--- src/rtl/core/lpht_pkg.sv ---
// Package: types, constants and FNV-1a hash constants for the linear probe hash table.
package lpht_pkg;

  localparam int unsigned SLOTS      = 256;
  localparam int unsigned KEY_BYTES  = 8;
  localparam int unsigned VALUE_BITS = 64;
  localparam int unsigned IDX_W      = $clog2(SLOTS);
  localparam int unsigned CNT_W      = IDX_W + 1;
  localparam int unsigned KEY_W      = 8 * KEY_BYTES;
  localparam int unsigned LEN_W      = 4;
  localparam int unsigned HASH_W     = 32;
  localparam int unsigned LIMIT      = (SLOTS * 3 + 3) / 4;

  localparam logic [HASH_W-1:0] FNV_BASIS = 32'd2166136261;
  localparam logic [HASH_W-1:0] FNV_PRIME = 32'd16777619;

  typedef enum logic [1:0] {
    CMD_SET    = 2'd0,
    CMD_GET    = 2'd1,
    CMD_DELETE = 2'd2,
    CMD_NONE   = 2'd3
  } cmd_e;

  typedef enum logic [1:0] {
    ST_OK       = 2'd0,
    ST_INSERTED = 2'd1,
    ST_ABSENT   = 2'd2,
    ST_FULL     = 2'd3
  } status_e;

  typedef enum logic [3:0] {
    S_CLEAR, S_IDLE, S_HASH, S_PROBE_RD, S_PROBE_CHK, S_SHIFT_RD, S_SHIFT_CHK,
    S_RESP
  } state_e;

  // Controller to datapath commands.
  typedef struct packed {
    logic load;        // capture request
    logic hash_step;   // one FNV round
    logic idx_home;    // probe index := home slot
    logic idx_next;    // probe index + 1
    logic rd;          // read slot at probe index
    logic wr_insert;   // write new entry at probe index
    logic wr_value;    // update value at probe index
    logic clr_occ;     // clear occupied at probe index
    logic set_hole;    // hole := probe index
    logic move;        // copy probe entry to hole, clear probe, hole := probe
    logic clr_step;    // clear occupied at clear counter
    logic cnt_inc;
    logic cnt_dec;
    logic set_status;
    status_e status;
    logic rd_hit;      // latch read value
  } ctrl_t;

  // Datapath status to controller.
  typedef struct packed {
    cmd_e cmd;
    logic hash_done;
    logic occ;
    logic hit;
    logic stays;
    logic full;
    logic clr_done;
    logic scan_done;
  } stat_t;

endpackage

--- src/rtl/core/lpht_ctrl.sv ---
// Controller: sequences hashing, probing, insert/update and backward-shift delete.
module lpht_ctrl (
  input  logic            clk_i,
  input  logic            rst_ni,
  input  logic            req_valid_i,
  output logic            req_ready_o,
  output logic            rsp_valid_o,
  input  logic            rsp_ready_i,
  input  lpht_pkg::stat_t stat_i,
  output lpht_pkg::ctrl_t ctrl_o
);
  lpht_pkg::state_e state_q, state_d;

  always_ff @(posedge clk_i or negedge rst_ni) begin
    if (!rst_ni) state_q <= lpht_pkg::S_CLEAR;
    else         state_q <= state_d;
  end

  always_comb begin
    state_d     = state_q;
    ctrl_o      = '0;
    ctrl_o.status = lpht_pkg::ST_ABSENT;
    req_ready_o = 1'b0;
    rsp_valid_o = 1'b0;
    case (state_q)
      lpht_pkg::S_CLEAR: begin
        ctrl_o.clr_step = 1'b1;
        if (stat_i.clr_done) begin
          ctrl_o.clr_step = 1'b0;
          state_d = lpht_pkg::S_IDLE;
        end
      end
      lpht_pkg::S_IDLE: begin
        req_ready_o = 1'b1;
        if (req_valid_i) begin
          ctrl_o.load = 1'b1;
          state_d = lpht_pkg::S_HASH;
        end
      end
      lpht_pkg::S_HASH: begin
        if (stat_i.hash_done) begin
          ctrl_o.idx_home = 1'b1;
          if (stat_i.cmd == lpht_pkg::CMD_NONE) begin
            ctrl_o.set_status = 1'b1;
            state_d = lpht_pkg::S_RESP;
          end else begin
            state_d = lpht_pkg::S_PROBE_RD;
          end
        end else begin
          ctrl_o.hash_step = 1'b1;
        end
      end
      lpht_pkg::S_PROBE_RD: begin
        ctrl_o.rd = 1'b1;
        state_d = lpht_pkg::S_PROBE_CHK;
      end
      lpht_pkg::S_PROBE_CHK: begin
        ctrl_o.set_status = 1'b1;
        state_d = lpht_pkg::S_RESP;
        if (stat_i.hit) begin
          ctrl_o.status = lpht_pkg::ST_OK;
          case (stat_i.cmd)
            lpht_pkg::CMD_SET: ctrl_o.wr_value = 1'b1;
            lpht_pkg::CMD_GET: ctrl_o.rd_hit = 1'b1;
            lpht_pkg::CMD_DELETE: begin
              ctrl_o.clr_occ  = 1'b1;
              ctrl_o.cnt_dec  = 1'b1;
              ctrl_o.set_hole = 1'b1;
              state_d = lpht_pkg::S_SHIFT_RD;
            end
            default: ;
          endcase
        end else if (!stat_i.occ) begin
          if (stat_i.cmd == lpht_pkg::CMD_SET) begin
            if (stat_i.full) begin
              ctrl_o.status = lpht_pkg::ST_FULL;
            end else begin
              ctrl_o.status    = lpht_pkg::ST_INSERTED;
              ctrl_o.wr_insert = 1'b1;
              ctrl_o.cnt_inc   = 1'b1;
            end
          end
        end else begin
          ctrl_o.set_status = 1'b0;
          ctrl_o.idx_next = 1'b1;
          state_d = lpht_pkg::S_PROBE_RD;
        end
      end
      lpht_pkg::S_SHIFT_RD: begin
        ctrl_o.rd = 1'b1;
        state_d = lpht_pkg::S_SHIFT_CHK;
      end
      lpht_pkg::S_SHIFT_CHK: begin
        if (!stat_i.occ || stat_i.scan_done) begin
          state_d = lpht_pkg::S_RESP;
        end else begin
          if (stat_i.stays) ctrl_o.idx_next = 1'b1;
          else              ctrl_o.move = 1'b1;
          state_d = lpht_pkg::S_SHIFT_RD;
        end
      end
      lpht_pkg::S_RESP: begin
        rsp_valid_o = 1'b1;
        if (rsp_ready_i) state_d = lpht_pkg::S_IDLE;
      end
      default: state_d = lpht_pkg::S_IDLE;
    endcase
  end

  assert property (@(posedge clk_i) disable iff (!rst_ni)
    (ctrl_o.cnt_inc |-> !ctrl_o.cnt_dec)) else $error("count inc and dec together");
  assert property (@(posedge clk_i) disable iff (!rst_ni)
    (ctrl_o.wr_insert |-> !stat_i.full)) else $error("insert into full table");
  assert property (@(posedge clk_i) disable iff (!rst_ni)
    (req_ready_o |-> !rsp_valid_o)) else $error("ready while result pending");
  assert property (@(posedge clk_i) disable iff (!rst_ni)
    (ctrl_o.load |=> state_q == lpht_pkg::S_HASH)) else $error("load did not start hash");
endmodule

--- config.mk ---
export PLATFORM = sky130hd
export DESIGN_NAME = lpht_ctrl
export DESIGN_NICKNAME = d
export VERILOG_FILES = /design/src/rtl/core/lpht_pkg.sv /design/src/rtl/core/lpht_ctrl.sv
export SDC_FILE = /design/constraint.sdc
export NUM_CORES = 1
export LEC_CHECK = 0
export ABC_AREA = 0
export BUFFER_PORTS_ARGS = -buffer_cell sky130_fd_sc_hd__clkbuf_2
export CAP_MARGIN = 20
export CORE_AREA = 2 2 39 41
export CTS_BUF_LIST = sky130_fd_sc_hd__clkbuf_8
export CTS_CLUSTER_DIAMETER = 200
export CTS_CLUSTER_SIZE = 10
export DETAILED_ROUTE_END_ITERATION = 8
export DIE_AREA = 0 0 41 43
export PLACE_DENSITY_LB_ADDON = 0.15
export SLEW_MARGIN = 20
export SYNTH_ARGS = -nofsm -noshare
export SYNTH_HDL_FRONTEND = slang
export SYNTH_SLANG_ARGS = --single-unit
--- constraint.sdc ---
create_clock -name clk_i -period 1.65 [get_ports clk_i]
set_input_delay 0.33 -clock clk_i [delete_from_list [all_inputs] [get_ports clk_i]]
set_output_delay 0.33 -clock clk_i [all_outputs]
set_load 0.01 [all_outputs]
Word level (Yosys, flattened, before mapping). Cells that the tools add are included.

Bits in registers: 4. Bits of input ports: 13. Word-level logic and storage cells: 72.

Eq/ne operators: 14. Mux-type cells: 51. Reductions and logical operators: 6.

Operators with widths (count): one-hot mux 4 bit (8 select lines) (1); two-way mux 1 bit (29); two-way mux 4 bit (6); two-way mux 2 bit (9); equality test 4 x 3 -> 1 bit (second input constant) (4); two-way mux 3 bit (4); equality test 4 x 2 -> 1 bit (second input constant) (2); inequality test 2 bit (second input constant) (4); equality test 2 bit (second input constant) (2); equality test 4 x 1 -> 1 bit (second input constant) (1); zero test 4 bit (1); one-hot mux 1 bit (2 select lines) (2); AND reduction 4 bit (1); equality test 2 x 1 -> 1 bit (second input constant) (1); zero test 2 bit (1); OR reduction 2 bit (1); zero test 1 bit (1); logical OR 1 bit (1).

Longest topological paths before layout.
Depth after elaboration: 5. Depth in mapped cells: 5.

Least setup slack after synthesis. No wires, ideal clock.

Path kind: reg-to-output. Start: register state_q[1]. End: output port ctrl_o[8] (netlist bit). Data arrival time: 1.237 ns. Path slack: 0.083 ns. Cell stages (with the launch flop): 6. Path buffers: 2. Cells stage by stage: dfrtp_1 -> buf_6 -> nor3b_4 -> nand2b_2 -> nor2_1 -> buf_4.

RTL lines: start: declaration (RTL line lpht_ctrl.sv:12) `lpht_pkg::state_e state_q, state_d;`; start signal: assignment (RTL line lpht_ctrl.sv:15) `if (!rst_ni) state_q <= lpht_pkg::S_CLEAR;`; start signal: assignment (RTL line lpht_ctrl.sv:16) `else state_q <= state_d;`; end: declaration (RTL line lpht_ctrl.sv:10) `output lpht_pkg::ctrl_t ctrl_o`.

==> summary.md <==
| Metric | Value |
|---|---|
| Startpoint types | flip-flop |
| Antenna cells | 0 |
| Failing checks | negative setup slack |
| Clock sinks | 3 |
| Worst Setup End Kind | primary output |
| Flop2flop setup slack | 0.37 ns |
| Cts bufs inserted | 3 |
| Crit share post-route | 103% |
| ANT nets after route | 0 |
| Chip width | 41 um |
| Total power per unit cell area | 1520 nW/um2 |
| Final std cells w/o fill | 112 |
| Gr usage total | 17.9% |
| Final Slew Violations | 0 |
| Iteration-0 DRC Markers | 11 |
| Final Instance Area | 779 um2 |
| DR pass1 iterations | 4 |
| Most flops, register | state_q |
| Share of cells above drive strength 1 | 58.3% |
| Final WS setup | -0.0457 ns |
| Drc violations | 0 |
| Number of flip-flops under the largest register name | 3 |
| First-pass GRT wire length | 2.08 mm |
| Port Buffers | 31 |
| Status | complete, but fails checks |
| Pre-CTS setup slack | 0.134 ns |
| Power Total | 1190 uW |
| Htree depth | 1 |
| Slew margin rel. | 83.4% |
| Syn_nets | 73 |
| FP Rows | 14 |
| Critical Path Fanout Max | 5 |
| Final-report setup violation count | 2 |
| Vias in the first global route | 493 |
| Nets | 110 |
| Netlist Area Pre-Place | 484 um2 |
| Max Cap Viol | 0 |
| Initial Utilization | 35.0% |
| Sequential share of the synthesized area | 15.5% |
| Worst R2R Start | state_q[0] |
| Pin count of the biggest net entering global routing | 18 |
| Worst vdd ir | 0.680 mV |
| CTS clk-pin slew, worst paths | 0.03 ns |
| Final WL | 1.44 mm |
| Kind of critical path | flip-flop to primary output |
| Worst slew pin tran | 0.247 ns |
| Routed len/inst | 12.8 um |
| Initial antenna violation count | 0 |
| Via density | 5.54 |
| Final hold violations | 0 |
| Die area | 1760 um2 |
| Hold-critical path depth | 3 |
| Hold slack | 0.412 ns |
| Capturing point of the worst reg2reg path | state_q[2] |
| Yosys warns | 0 |
| Hold crit path type | input pin to flip-flop |
| Top Ports | 32 |
| Core area | 1380 um2 |
| RSZ-0062 raised after global routing | yes |
| Largest registers | state_q: 3 flops |
| FF+latch count, synth | 3 |
| CTS Buffer Depth | 2 |
| Root Driver | clkbuf_8 |
| HPWL Detailed | 973 um |
| Cell count after placement | 101 |
| Max Clock Freq | 590 MHz |
| Hold path start | rsp_ready_i |
| Placed cell area | 606 um2 |
| Vias | 621 |
| Gate Count Post-Synth | 60 |
| Layout Skew | 0.00156 ns |
| Worst R2R Path Depth | 5 |
| Yosys cell types | 32 |
| Total leakage power | 0.000386 uW |
| WP data arrival | 1.37 ns |
| WP data required | 1.32 ns |
| Die height | 43 um |
| Synthesis-to-finish area growth | 61.0% |
| Grt ovf | 0 |
| Syn_area_per_cell | 8.07 um2 |
| Final RePlAce weighted congestion | 0.784 |
| CTS tree | built |
| Hold worst-path end | state_q[2] |
| Clk_lat worst skew | 0.22 ns |
| Min Tclk post-route | 1.70 ns |
## how the worst max path moves through the flow
stage / start / endpoint / slack (ns) / cells past startpoint
4_1_cts: state_q[1] / ctrl_o[10] / -0.03 / 4
3_5_place_dp: stat_i[8] / ctrl_o[5] / 0.13 / 4
5_1_grt: state_q[1] / ctrl_o[10] / -0.13 / 4
2_1_floorplan: state_q[1] / ctrl_o[8] / 0.08 / 5
3_3_place_gp: stat_i[8] / ctrl_o[2] / 0.12 / 5
6_report: state_q[1] / ctrl_o[10] / -0.05 / 4
## cells in the mapped netlist, drive strengths merged
library cell,instances,area (um2)
or3,1,6.26
nand2b,3,21.3
and3b,1,8.76
inv,2,7.51
and2,1,6.26
a31oi,2,12.5
nand4,1,6.26
and4b,1,10.0
nor3,4,25.0
a21oi,4,20.0
xnor2,1,8.76
o31ai,1,7.51
nand2,2,7.51
and3,3,18.8
nor3b,3,38.8
o21ai,3,15.0
nor2,6,22.5
nor4,3,31.3
a2bb2oi,1,8.76
nor4b,1,15.0
buf,9,76.3
nor4bb,2,20.0
dfrtp,3,75.1
nand3b,2,15.0
## cell usage in the layout, fill, tap and decap left out
master and count:
inv_1 3, dfrtp_2 1, nor3_4 1, dlygate4sd3_1 1
nor2_1 4, buf_6 5, and2_1 1, o31ai_1 1
a31oi_1 2, nand2_1 2, nand3b_1 2, and4b_1 1
nor2_4 1, nor3_1 3, nor3b_1 1, clkbuf_2 19
nand2b_1 2, and3b_1 1, nor3b_2 1, o21ai_0 1
and3_1 3, nor2_2 1, nor4_2 2, a21oi_1 4
nor4bb_2 2, nor4b_2 1, nor3b_4 1, dfrtp_1 2
nor4_4 1, xnor2_1 1, clkbuf_8 3, nand4_1 1
a2bb2oi_1 1, nand2b_4 1, or3_1 1, o21ai_1 2
buf_4 6, buf_2 10
## critical path, stage by stage, from the launching register on
cell and delay [ns]:
dfrtp_2 0.43, nor3b_4 0.27, nand2b_4 0.12, nor3b_2 0.18, buf_2 0.15
## cell families after synthesis
| family | after synthesis | synth area share (%) |
|---|---|---|
| AO/OA/AOI/OAI | 11 | 13.2 |
| XOR/XNOR | 1 | 1.81 |
| buffers and inverters | 11 | 17.3 |
| flip-flops | 3 | 15.5 |
| AND/OR/NAND/NOR | 34 | 52.2 |
## cell type report
cell class,instances,area (um2)
Multi-Input combinational cell,46,374
Fill cell,128,604
Timing Repair Buffer,41,256
Clock inverter,1,3.75
Clock buffer,3,41.3
Tap cell,16,20.0
Inverter,2,7.51
Sequential cell,3,76.3
## routing by layer
metal	routed length [um]	up-vias	track usage, %
li1	-	288	-
met1	542	302	22.7
met2	758	26	24.7
met3	102	5	4.71
met4	35	0	13.3
met5	0	-	0
## where the power goes
group          internal [uW]  switching, uW  total (uW)
Clock                    158           50.0         208
Combinational            403            407         810
Sequential               115           53.8         169
Total                    676            511        1190
## timing repair
| action | 4_1_cts | 5_1_grt |
|---|---|---|
| buffers inserted | 0 | 5 |
| setup endpoints to repair | 8 | 15 |
| pin swaps | 2 | 4 |
| hold buffers | 1 | 0 |
| hold endpoints to repair | 3 | 0 |
| gates resized for setup | 5 | 22 |
| gates cloned | 0 | 1 |
## through the flow
| stage | TNS [ns] | utilization [%] |
|---|---|---|
| final | -0.0527 | 56.3 |
| after floorplan | 0 | - |
| after global placement | 0 | 43.8 |
| after CTS | -0.0342 | 49.3 |
| after global routing | -0.799 | 56.3 |
| after detailed placement | 0 | 43.8 |
Note: power is estimated with default switching activity, not from simulation.
